===== config.mk =====
export PLATFORM = sky130hd
export DESIGN_NAME = energy_vad_segment_detector
export DESIGN_NICKNAME = d
export VERILOG_FILES = /design/src/sv/evsd_pkg.sv /design/src/sv/evsd_front.sv /design/src/sv/evsd_seg_queue.sv /design/src/sv/evsd_back.sv /design/src/sv/energy_vad_segment_detector.sv
export SDC_FILE = /design/constraint.sdc
export NUM_CORES = 1
export LEC_CHECK = 0
export ABC_AREA = 1
export ABC_CLOCK_PERIOD_IN_PS = 6300
export BUFFER_PORTS_ARGS = -buffer_cell sky130_fd_sc_hd__buf_2
export CAP_MARGIN = 20
export CORE_MARGIN = 2
export CORE_UTILIZATION = 40
export CTS_CLUSTER_DIAMETER = 120
export DETAILED_ROUTE_END_ITERATION = 16
export RECOVER_POWER = 50
export SYNTH_ARGS = -nofsm -noshare
export SYNTH_HDL_FRONTEND = slang
export SYNTH_HIERARCHICAL = 1
export SYNTH_SLANG_ARGS = --single-unit

===== constraint.sdc =====
create_clock -name clock -period 6.3 [get_ports clock]
set_input_delay 1.26 -clock clock [delete_from_list [all_inputs] [get_ports clock]]
set_output_delay 1.26 -clock clock [all_outputs]
set_load 0.02 [all_outputs]

===== src/sv/evsd_pkg.sv =====
// Shared types and constants of the energy VAD segment detector.
// No dependencies; imported by every module of the block.
package evsd_pkg;

   localparam int unsigned SEG_BITS    = 16;
   localparam int unsigned ENERGY_BITS = 32;
   localparam logic [ENERGY_BITS-1:0] THRESH_RESET = 32'd2147484;  // 0.0005 * 2^32

   localparam int unsigned QUEUE_DEPTH = 4;
   localparam int unsigned QPTR_BITS   = $clog2(QUEUE_DEPTH);
   localparam int unsigned QCNT_BITS   = $clog2(QUEUE_DEPTH + 1);

   typedef enum logic [1:0] {
      MODE_NONE    = 2'd0,
      MODE_SILENCE = 2'd1,
      MODE_SPEECH  = 2'd2
   } run_mode_type;

   typedef struct packed {
      logic [SEG_BITS-1:0] seg_start;
      logic [SEG_BITS-1:0] seg_end;
      logic                last_of_run;
   } seg_type;

   // Up to two segments per accepted item, packed from slot 0.
   typedef struct packed {
      logic    valid0;
      logic    valid1;
      seg_type seg0;
      seg_type seg1;
   } push_type;

   typedef struct packed {
      logic    valid;
      seg_type seg;
   } head_type;

endpackage


===== src/sv/evsd_front.sv =====
// Front end: threshold compare, 3-tap median smoothing, run tracking.
// Depends on evsd_pkg; pushes finished segments to evsd_seg_queue.
module evsd_front #(
   parameter int INDEX_BITS = 16
) (
   input  logic                            clock,
   input  logic                            reset,
   input  logic                            csr_wr_en,
   input  logic [evsd_pkg::ENERGY_BITS-1:0] csr_wr_data,
   input  logic                            accept,
   input  logic [evsd_pkg::ENERGY_BITS-1:0] energy,
   input  logic                            final_frame,
   output evsd_pkg::push_type              push
);
   import evsd_pkg::*;

   localparam int CNT_BITS = (INDEX_BITS < 16) ? INDEX_BITS : 16;

   logic [ENERGY_BITS-1:0] thresh_ff, thresh_in;
   logic                   older_ff, older_in;
   logic                   newer_ff, newer_in;
   logic [CNT_BITS-1:0]    count_ff, count_in;
   run_mode_type           mode_ff, mode_in;
   logic [CNT_BITS-1:0]    first_ff, first_in;
   logic [CNT_BITS-1:0]    last_ff, last_in;

   // decision terms
   logic                f;
   logic                dec1;
   logic                s1, s2;
   logic [CNT_BITS-1:0] idx1;
   run_mode_type        mode1;
   logic [CNT_BITS-1:0] first1, last1;
   logic                emit1, emit2;
   logic [CNT_BITS-1:0] fin_first, fin_last;
   seg_type             seg_a, seg_b;

   always_comb begin
      f    = (energy >= thresh_ff);
      dec1 = (count_ff != '0);
      idx1 = count_ff - CNT_BITS'(1);
      if (count_ff >= CNT_BITS'(2)) begin
         s1 = (older_ff & newer_ff) | (older_ff & f) | (newer_ff & f);
      end else begin
         s1 = newer_ff | f;
      end
      s2 = (count_ff == '0) ? f : (newer_ff | f);

      // decision of the previous frame
      mode1  = mode_ff;
      first1 = first_ff;
      last1  = last_ff;
      emit1  = 1'b0;
      if (dec1) begin
         if (mode_ff == MODE_SPEECH) begin
            if (s1) begin
               last1 = idx1;
            end else begin
               emit1 = 1'b1;
               mode1 = MODE_SILENCE;
            end
         end else if (s1) begin
            mode1  = MODE_SPEECH;
            first1 = idx1;
            last1  = idx1;
         end else begin
            mode1 = MODE_SILENCE;
         end
      end

      // final frame: a run open after the previous decision closes here,
      // ending on this frame when it is speech, else where it stood
      emit2     = final_frame & (s2 | (mode1 == MODE_SPEECH));
      fin_first = (mode1 == MODE_SPEECH) ? first1 : count_ff;
      fin_last  = s2 ? count_ff : last1;
   end

   // next state
   always_comb begin
      thresh_in = csr_wr_en ? csr_wr_data : thresh_ff;
      older_in  = older_ff;
      newer_in  = newer_ff;
      count_in  = count_ff;
      mode_in   = mode_ff;
      first_in  = first_ff;
      last_in   = last_ff;
      if (accept) begin
         if (final_frame) begin
            older_in = 1'b0;
            newer_in = 1'b0;
            count_in = '0;
            mode_in  = MODE_NONE;
            first_in = '0;
            last_in  = '0;
         end else begin
            older_in = newer_ff;
            newer_in = f;
            count_in = (count_ff != '1) ? count_ff + CNT_BITS'(1) : count_ff;
            mode_in  = mode1;
            first_in = first1;
            last_in  = last1;
         end
      end
   end

   // outputs: segments packed from slot 0
   always_comb begin
      seg_a.seg_start   = SEG_BITS'(first_ff);
      seg_a.seg_end     = SEG_BITS'(last_ff);
      seg_a.last_of_run = ~emit2;
      seg_b.seg_start   = SEG_BITS'(fin_first);
      seg_b.seg_end     = SEG_BITS'(fin_last);
      seg_b.last_of_run = 1'b1;
      push.valid0 = accept & (emit1 | emit2);
      push.valid1 = accept & emit1 & emit2;
      push.seg0   = emit1 ? seg_a : seg_b;
      push.seg1   = seg_b;
   end

   always_ff @(posedge clock) begin
      if (reset) begin
         thresh_ff <= THRESH_RESET;
         older_ff  <= 1'b0;
         newer_ff  <= 1'b0;
         count_ff  <= '0;
         mode_ff   <= MODE_NONE;
         first_ff  <= '0;
         last_ff   <= '0;
      end else begin
         thresh_ff <= thresh_in;
         older_ff  <= older_in;
         newer_ff  <= newer_in;
         count_ff  <= count_in;
         mode_ff   <= mode_in;
         first_ff  <= first_in;
         last_ff   <= last_in;
      end
   end

   a_fresh_seq_no_mode: assert property (@(posedge clock) disable iff (reset)
      (count_ff == '0) |-> (mode_ff == MODE_NONE))
      else $error("frame count zero but run mode set");

   a_two_frames_decided: assert property (@(posedge clock) disable iff (reset)
      (count_ff >= CNT_BITS'(2)) |-> (mode_ff != MODE_NONE))
      else $error("decided frames but run mode still none");

endmodule


===== src/sv/evsd_seg_queue.sv =====
// Small segment queue between front and back; two pushes, one pop a cycle.
// Depends on evsd_pkg.
module evsd_seg_queue (
   input  logic                clock,
   input  logic                reset,
   input  evsd_pkg::push_type  push,
   input  logic                pop,
   output evsd_pkg::head_type  head,
   output logic                has_room
);
   import evsd_pkg::*;

   seg_type               q_ff [QUEUE_DEPTH];
   logic [QPTR_BITS-1:0]  wr_ff, wr_in;
   logic [QPTR_BITS-1:0]  rd_ff, rd_in;
   logic [QCNT_BITS-1:0]  cnt_ff, cnt_in;

   always_comb begin
      wr_in  = wr_ff + QPTR_BITS'(push.valid0) + QPTR_BITS'(push.valid1);
      rd_in  = rd_ff + QPTR_BITS'(pop);
      cnt_in = cnt_ff + QCNT_BITS'(push.valid0) + QCNT_BITS'(push.valid1)
               - QCNT_BITS'(pop);
   end

   assign head.valid = (cnt_ff != '0);
   assign head.seg   = q_ff[rd_ff];
   assign has_room   = (cnt_ff <= QCNT_BITS'(QUEUE_DEPTH - 2));

   always_ff @(posedge clock) begin
      if (push.valid0) begin
         q_ff[wr_ff] <= push.seg0;
      end
      if (push.valid1) begin
         q_ff[wr_ff + QPTR_BITS'(1)] <= push.seg1;
      end
   end

   always_ff @(posedge clock) begin
      if (reset) begin
         wr_ff  <= '0;
         rd_ff  <= '0;
         cnt_ff <= '0;
      end else begin
         wr_ff  <= wr_in;
         rd_ff  <= rd_in;
         cnt_ff <= cnt_in;
      end
   end

   a_no_overflow: assert property (@(posedge clock) disable iff (reset)
      cnt_ff <= QCNT_BITS'(QUEUE_DEPTH))
      else $error("segment queue overflow");

   a_pop_only_when_nonempty: assert property (@(posedge clock) disable iff (reset)
      pop |-> (cnt_ff != '0))
      else $error("pop from empty segment queue");

endmodule


===== src/sv/evsd_back.sv =====
// Back end: output register that drains the segment queue onto rsp_.
// Depends on evsd_pkg.
module evsd_back (
   input  logic                          clock,
   input  logic                          reset,
   input  evsd_pkg::head_type            head,
   output logic                          pop,
   output logic                          rsp_valid,
   input  logic                          rsp_stall,
   output logic [evsd_pkg::SEG_BITS-1:0] rsp_seg_start,
   output logic [evsd_pkg::SEG_BITS-1:0] rsp_seg_end,
   output logic                          rsp_last_of_run
);
   import evsd_pkg::*;

   logic    valid_ff, valid_in;
   seg_type seg_ff;

   always_comb begin
      pop      = head.valid & (~valid_ff | ~rsp_stall);
      valid_in = pop | (valid_ff & rsp_stall);
   end

   always_ff @(posedge clock) begin
      if (reset) begin
         valid_ff <= 1'b0;
      end else begin
         valid_ff <= valid_in;
      end
   end

   always_ff @(posedge clock) begin
      if (pop) begin
         seg_ff <= head.seg;
      end
   end

   assign rsp_valid       = valid_ff;
   assign rsp_seg_start   = seg_ff.seg_start;
   assign rsp_seg_end     = seg_ff.seg_end;
   assign rsp_last_of_run = seg_ff.last_of_run;

endmodule


===== src/sv/energy_vad_segment_detector.sv =====
// Energy VAD segment detector, top level: front, segment queue, back.
// Depends on evsd_pkg, evsd_front, evsd_seg_queue, evsd_back.
//
// One beat on req_ carries the energy of one frame and a final-frame mark.
// A frame is raw speech when its energy is not below the csr_ threshold;
// raw flags are smoothed by a 3-tap median (edges of a sequence take the OR
// of the two flags present, a one-frame sequence keeps its own flag) and
// are decided one frame late, or at once on the final frame. Each maximal
// run of smoothed speech frames leaves as one rsp_ beat of start and end
// frame index; a run still open at the final frame is closed there. An
// item yields zero, one or two beats, and rsp_last_of_run marks the last
// beat of an item. After the final frame the index restarts at zero. The
// frame index saturates at min(2^INDEX_BITS - 1, 65535). Rate: one item
// per cycle while req_stall is low; the front decides an item in the cycle
// it is accepted and pushes its segments into a 4-entry queue, and
// req_stall rises while fewer than two entries are free, so the output
// drain of one beat per cycle while rsp_stall is low sets the sustained
// rate when items close two segments. Each beat passes through the queue
// and the output register before rsp_valid rises. Write the threshold
// only while the block is idle.
module energy_vad_segment_detector #(
   parameter int INDEX_BITS = 16
) (
   input  logic                            clock,
   input  logic                            reset,
   input  logic                            csr_wr_en,
   input  logic [evsd_pkg::ENERGY_BITS-1:0] csr_wr_data,
   input  logic                            req_valid,
   output logic                            req_stall,
   input  logic [evsd_pkg::ENERGY_BITS-1:0] req_energy,
   input  logic                            req_final_frame,
   output logic                            rsp_valid,
   input  logic                            rsp_stall,
   output logic [evsd_pkg::SEG_BITS-1:0]   rsp_seg_start,
   output logic [evsd_pkg::SEG_BITS-1:0]   rsp_seg_end,
   output logic                            rsp_last_of_run
);
   import evsd_pkg::*;

   push_type push;
   head_type head;
   logic     has_room;
   logic     pop;
   logic     accept;

   // an item may need two queue entries, so take it only with two free
   assign req_stall = ~has_room;
   assign accept    = req_valid & has_room;

   evsd_front #(
      .INDEX_BITS (INDEX_BITS)
   ) u_front (
      .clock       (clock),
      .reset       (reset),
      .csr_wr_en   (csr_wr_en),
      .csr_wr_data (csr_wr_data),
      .accept      (accept),
      .energy      (req_energy),
      .final_frame (req_final_frame),
      .push        (push)
   );

   evsd_seg_queue u_queue (
      .clock    (clock),
      .reset    (reset),
      .push     (push),
      .pop      (pop),
      .head     (head),
      .has_room (has_room)
   );

   evsd_back u_back (
      .clock           (clock),
      .reset           (reset),
      .head            (head),
      .pop             (pop),
      .rsp_valid       (rsp_valid),
      .rsp_stall       (rsp_stall),
      .rsp_seg_start   (rsp_seg_start),
      .rsp_seg_end     (rsp_seg_end),
      .rsp_last_of_run (rsp_last_of_run)
   );

endmodule

; Word level (Yosys, flattened, before mapping)
; Memories as Yosys holds them, arrays and structs flattened. A register that Yosys moved wholly into a read port is not among the register bits.
; Index checks and enable logic that the tools add are counted.
; Widths: inputs -> output; s select.
[totals]
ff_bits = 92
mem_bits_rw = 132
in_bits = 70
wordCells = 81
memories = 1
[mem_list]
columns = name, words, width, rd, rd_clocked_by_memory_dff, wr, line_no
row1 = u_queue.q_ff, 4, 33, 1, 1, 2, evsd_seg_queue.sv:13  ; seg_type q_ff [QUEUE_DEPTH];
[classes]
addsub = 9
n_lt_le_gt_ge = 3
eq_ne = 3
n_mux = 28
n_bitwise = 21
reduce_logical = 5
[op_table]
columns = op, count
row1 = $mux 16, 11
row2 = $mux 33, 1
row3 = $ge 32x32->1, 1
row4 = $add 16x1->16 const B, 1
row5 = $ge 16x2->1 const B, 1
row6 = $logic_not 16->1, 1
row7 = $ne 16x16->1 const B, 1
row8 = $reduce_bool 16->1, 1
row9 = $sub 16x1->16 const B, 1
row10 = $mux 1, 11
row11 = $and 1x1->1, 10
row12 = $mux 2, 5
row13 = $or 1x1->1, 7
row14 = $add 2x1->2, 3
row15 = $add 3x1->3, 2
row16 = $eq 2x2->1 const B, 2
row17 = $not 1->1, 4
row18 = $le 3x2->1 const B, 1
row19 = $reduce_bool 3->1, 1
row20 = $sub 3x1->3, 1
row21 = $add 2x1->2 const B, 1
row22 = $reduce_and 2->1, 1
row23 = $reduce_bool 2->1, 1

; Longest topological paths before layout
[depth]
ltp_word = 16
ltp_mapped = 27
mapped_depth_nobuf = 27

; By module
; The synthesis kept the hierarchy.
[by_module_without_submodules]
columns = module, n_inst, cells_each, area_each_um2, seq_area_each_um2
row1 = evsd_seg_queue, 1, 1013, 7888.8, 4103.9
row2 = evsd_front, 1, 908, 6137.1, 1681.6
row3 = evsd_back, 1, 38, 1032.2, 1011.0
row4 = energy_vad_segment_detector, 1, 3, 11.3, 0.0

; Worst setup path after synthesis
; No wires, ideal clock.
[synth_path]
path_type = input to register
from = in req_energy[15] (netlist name)
to = mem u_queue/q_ff[2][0] (netlist name) (enable)
arrival_ns = 4.379
setup_slack_ns = 1.531
path_stages = 19
path_cell_list = ha_1 nand2_1 nor2_1 nand2_1 nor2_1 nor2_1 nand2_1 nand2_1 nand2_1 nand2_4 nand3_4 nand3_2 nand2_1 nand3_1 nor2_1 buf_2 nand3_2 buf_2 nand2_1
[synth_lines]
columns = item, line_no
row1 = "start, declared", energy_vad_segment_detector.sv:30  ; input logic [evsd_pkg::ENERGY_BITS-1:0] req_energy,
row2 = "end, declared", evsd_seg_queue.sv:13

==> flow_metrics.tcl <==
set metrics [dict create \
    status "finished with violations" \
    failed_checks "max-capacitance violations, max-slew violations" \
    start_kind "primary input" \
    yosysWarnings 6 \
    synth_top_cell_area_share_pct 32.9 \
    syn_inst 1962 \
    antenna_found_initial 4 \
    num_rows 71 \
    r2r_start "u_front/count_ff[0]" \
    leakage_nw 7.62 \
    min_path_type "flip-flop to flip-flop" \
    hold_violations 0 \
    gp_congestion 0.927 \
    setup_viol 0 \
    wirelength_mm 42.5 \
    grt_overflow 0 \
    root_buffer "clkbuf_16" \
    synthArstFlopShare_pct 0 \
    max-slew-margin-rel_pct -103 \
    cts.sinks 257 \
    cp_data_arrival_time_ns 5.47 \
    tightest_slew_ns 3.05 \
    die_w_um 198 \
    grt_usage_pct 22.0 \
    ctsResizeCount 0 \
    grt_first_pass_wirelength_mm 67.0 \
    drt_pre_antenna_iters 8 \
    first_iter_violations 863 \
    ys_top_cells_by_area "edfxtp_1 33%, nand2_1 17%, dfxtp_1 12%, inv_1 6.5%, nand3_1 5.8%" \
    fmax_mhz 198 \
    ys_seq_elements 257 \
    drv_cap 3 \
    setup.worst_path.start "req_energy[31]" \
    coreArea_mm2 0.0374 \
    htreeDepth 1 \
    die_y_um 198 \
    synth_flop_cell "edfxtp_1" \
    dieArea_mm2 0.0392 \
    syn_area_per_cell_um2 7.68 \
    design_area_mm2 0.0167 \
    cp-end-kind "flip-flop" \
    num_io_pins 105 \
    synth_common_cells "676 x nand2_1, 259 x inv_1, 176 x nand3_1, 165 x edfxtp_1, 92 x dfxtp_1" \
    period_share_pct 80.0 \
    drt.antenna.violating_nets 0 \
    drive_gt1_share_pct 10.2 \
    drc 0 \
    crit_type "primary input to flip-flop" \
    synth_edf_count 165 \
    postCtsSetupBuffers 0 \
    dpl_cell_area_mm2 0.0159 \
    seq_area_frac_synth_pct 45.1 \
    grt_pass1_vias 12300 \
    min_period_ns 5.04 \
    syn_nets 2073 \
    area_delta_synth_final_pct 11.1 \
    clockBufferDepth 3 \
    tritoncts "done" \
    ir_drop_mv 0.205 \
    fin_skew_ns 0.0134 \
    clk_latency_ns 0.56 \
    routed_via_density 5.07 \
    cp_max_fo 78 \
    synth.distinct_cells 48 \
    setup_tns_ns 0 \
    crit_required_ns 6.73 \
    io_buffer_count 104 \
    dr_total_vias 12900 \
    grt_max_degree 79 \
    grt_setup_unrepaired "false" \
    synth.largest_area_cell "edfxtp_1" \
    netlist_area_mm2 0.0151 \
    min-delay-start "u_front/thresh_ff[26]" \
    hpwl_mm 26.4 \
    maxSlewViolCount 140 \
    wl_per_cell_um 16.7 \
    cts_made_buffers 29 \
    yosysMostFrequentCell "nand2_1" \
    hold_buffers 0 \
    cellPowerDensity_mw_per_mm2 349 \
    clk_pin_slew_worst_paths_ns 0.06 \
    initial_core_util_pct 40.3 \
    nets 2117 \
]
## final cells by class
cell class | instances | area (um2)
repair buffers | 131 | 673
flip-flops and latches | 257 | 6800
well taps | 511 | 639
fillers | 3730 | 20700
clock inverters | 8 | 119
clock buffers | 46 | 851
multi-input cells | 1319 | 6650
diodes | 2 | 5.00
inverters | 268 | 1010
## critical path: stages
cell and delay (ns):
buf_2 0.10, ha_1 0.28, nand2_1 0.07, nor2_1 0.15
nand4_1 0.13, a21oi_1 0.16, nor2_1 0.07, nand2_1 0.16
nand2_1 0.21, nand3_4 0.13, nand3_1 0.45, nand2_1 0.23
nand3_1 0.23, nor2_1 0.69, buf_4 0.76, nand4_1 0.17
nand2_1 0.12
## logic make-up (layout without fill, tap and decap cells)
family                   after synthesis  in the layout  share of synthesized area [%]
flip-flops                           257            257                           45.1
buffers and inverters                386            453                           10.6
other                                  1              3                         0.0249
adder cells (fa/ha/maj)               41             41                           3.55
AO/OA/AOI/OAI                        211            211                           8.47
XOR/XNOR                              15             15                          0.872
AND/OR/NAND/NOR                     1051           1051                           31.3
## sequential cells by signal, summed over array words and instances, names as in the netlist
register and count:
u_back/rsp_last_of_run 1, u_queue/q_ff 132, u_queue/wr_ff 2, u_front/newer_ff 1, u_front/older_ff 1, u_back/rsp_seg_end 16
u_back/rsp_seg_start 16, u_back/rsp_valid 1, u_front/count_ff 16, u_front/first_ff 16, u_front/last_ff 16, u_front/mode_ff 2
u_queue/cnt_ff 3, u_queue/rd_ff 2, u_front/thresh_ff 32
## where the power goes
group	internal, mW	switching, mW	leakage [nW]
registers	2.13	0.0861	2.30
logic	0.529	1.37	4.85
clock network	1.04	0.686	0.475
## path summary, 6_finish.rpt
path                            slack [ns]  cells past startpoint                    end
worst min register to register        0.46                      2  u_front/thresh_ff[26]
worst min-delay path                  0.46                      2  u_front/thresh_ff[26]
worst max-delay path                  1.26                     17     u_queue/q_ff[2][4]
worst max register to register        1.60                     15     u_queue/q_ff[2][4]
## metrics by stage
step	hold slack (ns)	utilization (%)	instances	worst slack [ns]	power [mW]
after floorplan	0.437	-	1962	1.53	3.61
after global placement	0.448	42.4	2485	1.42	4.16
after detailed placement	0.457	42.4	2485	1.40	4.18
after CTS	0.464	45.0	2539	1.99	5.92
after global routing	0.487	44.8	2540	0.805	6.20
final	0.461	44.8	2542	1.26	5.84
## metal layers
layer / up-vias / share of wire [%] / GRT usage, % / wire length (um)
li1: 6454 / - / - / -
met4: 2 / 3.6 / 8.91 / 1520
met1: 5913 / 43 / 27.9 / 18200
met5: - / 0.038 / 0 / 16
met2: 436 / 47 / 37.6 / 20100
met3: 88 / 6.3 / 3.32 / 2680
## cell usage in the layout (no fill, tap or decap), drive strengths merged
cell type / synthesis / routed
xor2: 13 / 13
ha: 38 / 38
or2: 2 / 2
o211ai: 16 / 16
conb: 1 / 1
clkbuf: 38 / 88
buf: 80 / 89
nand2: 697 / 697
clkinv: 3 / 8
dfxtp: 92 / 92
a31oi: 1 / 1
and2: 15 / 15
o21ai: 76 / 76
a21o: 2 / 2
inv: 265 / 265
nor3: 8 / 8
nand3: 190 / 190
o21a: 17 / 17
a2111oi: 1 / 1
edfxtp: 165 / 165
xnor2: 2 / 2
nand4: 85 / 85
diode: 0 / 2
o21bai: 1 / 1
a21boi: 1 / 1
bufinv: 0 / 3
a21oi: 93 / 93
fa: 3 / 3
nor2: 53 / 53
nand3b: 1 / 1
a211oi: 3 / 3
No activity file was read; power rests on OpenSTA's default activity.
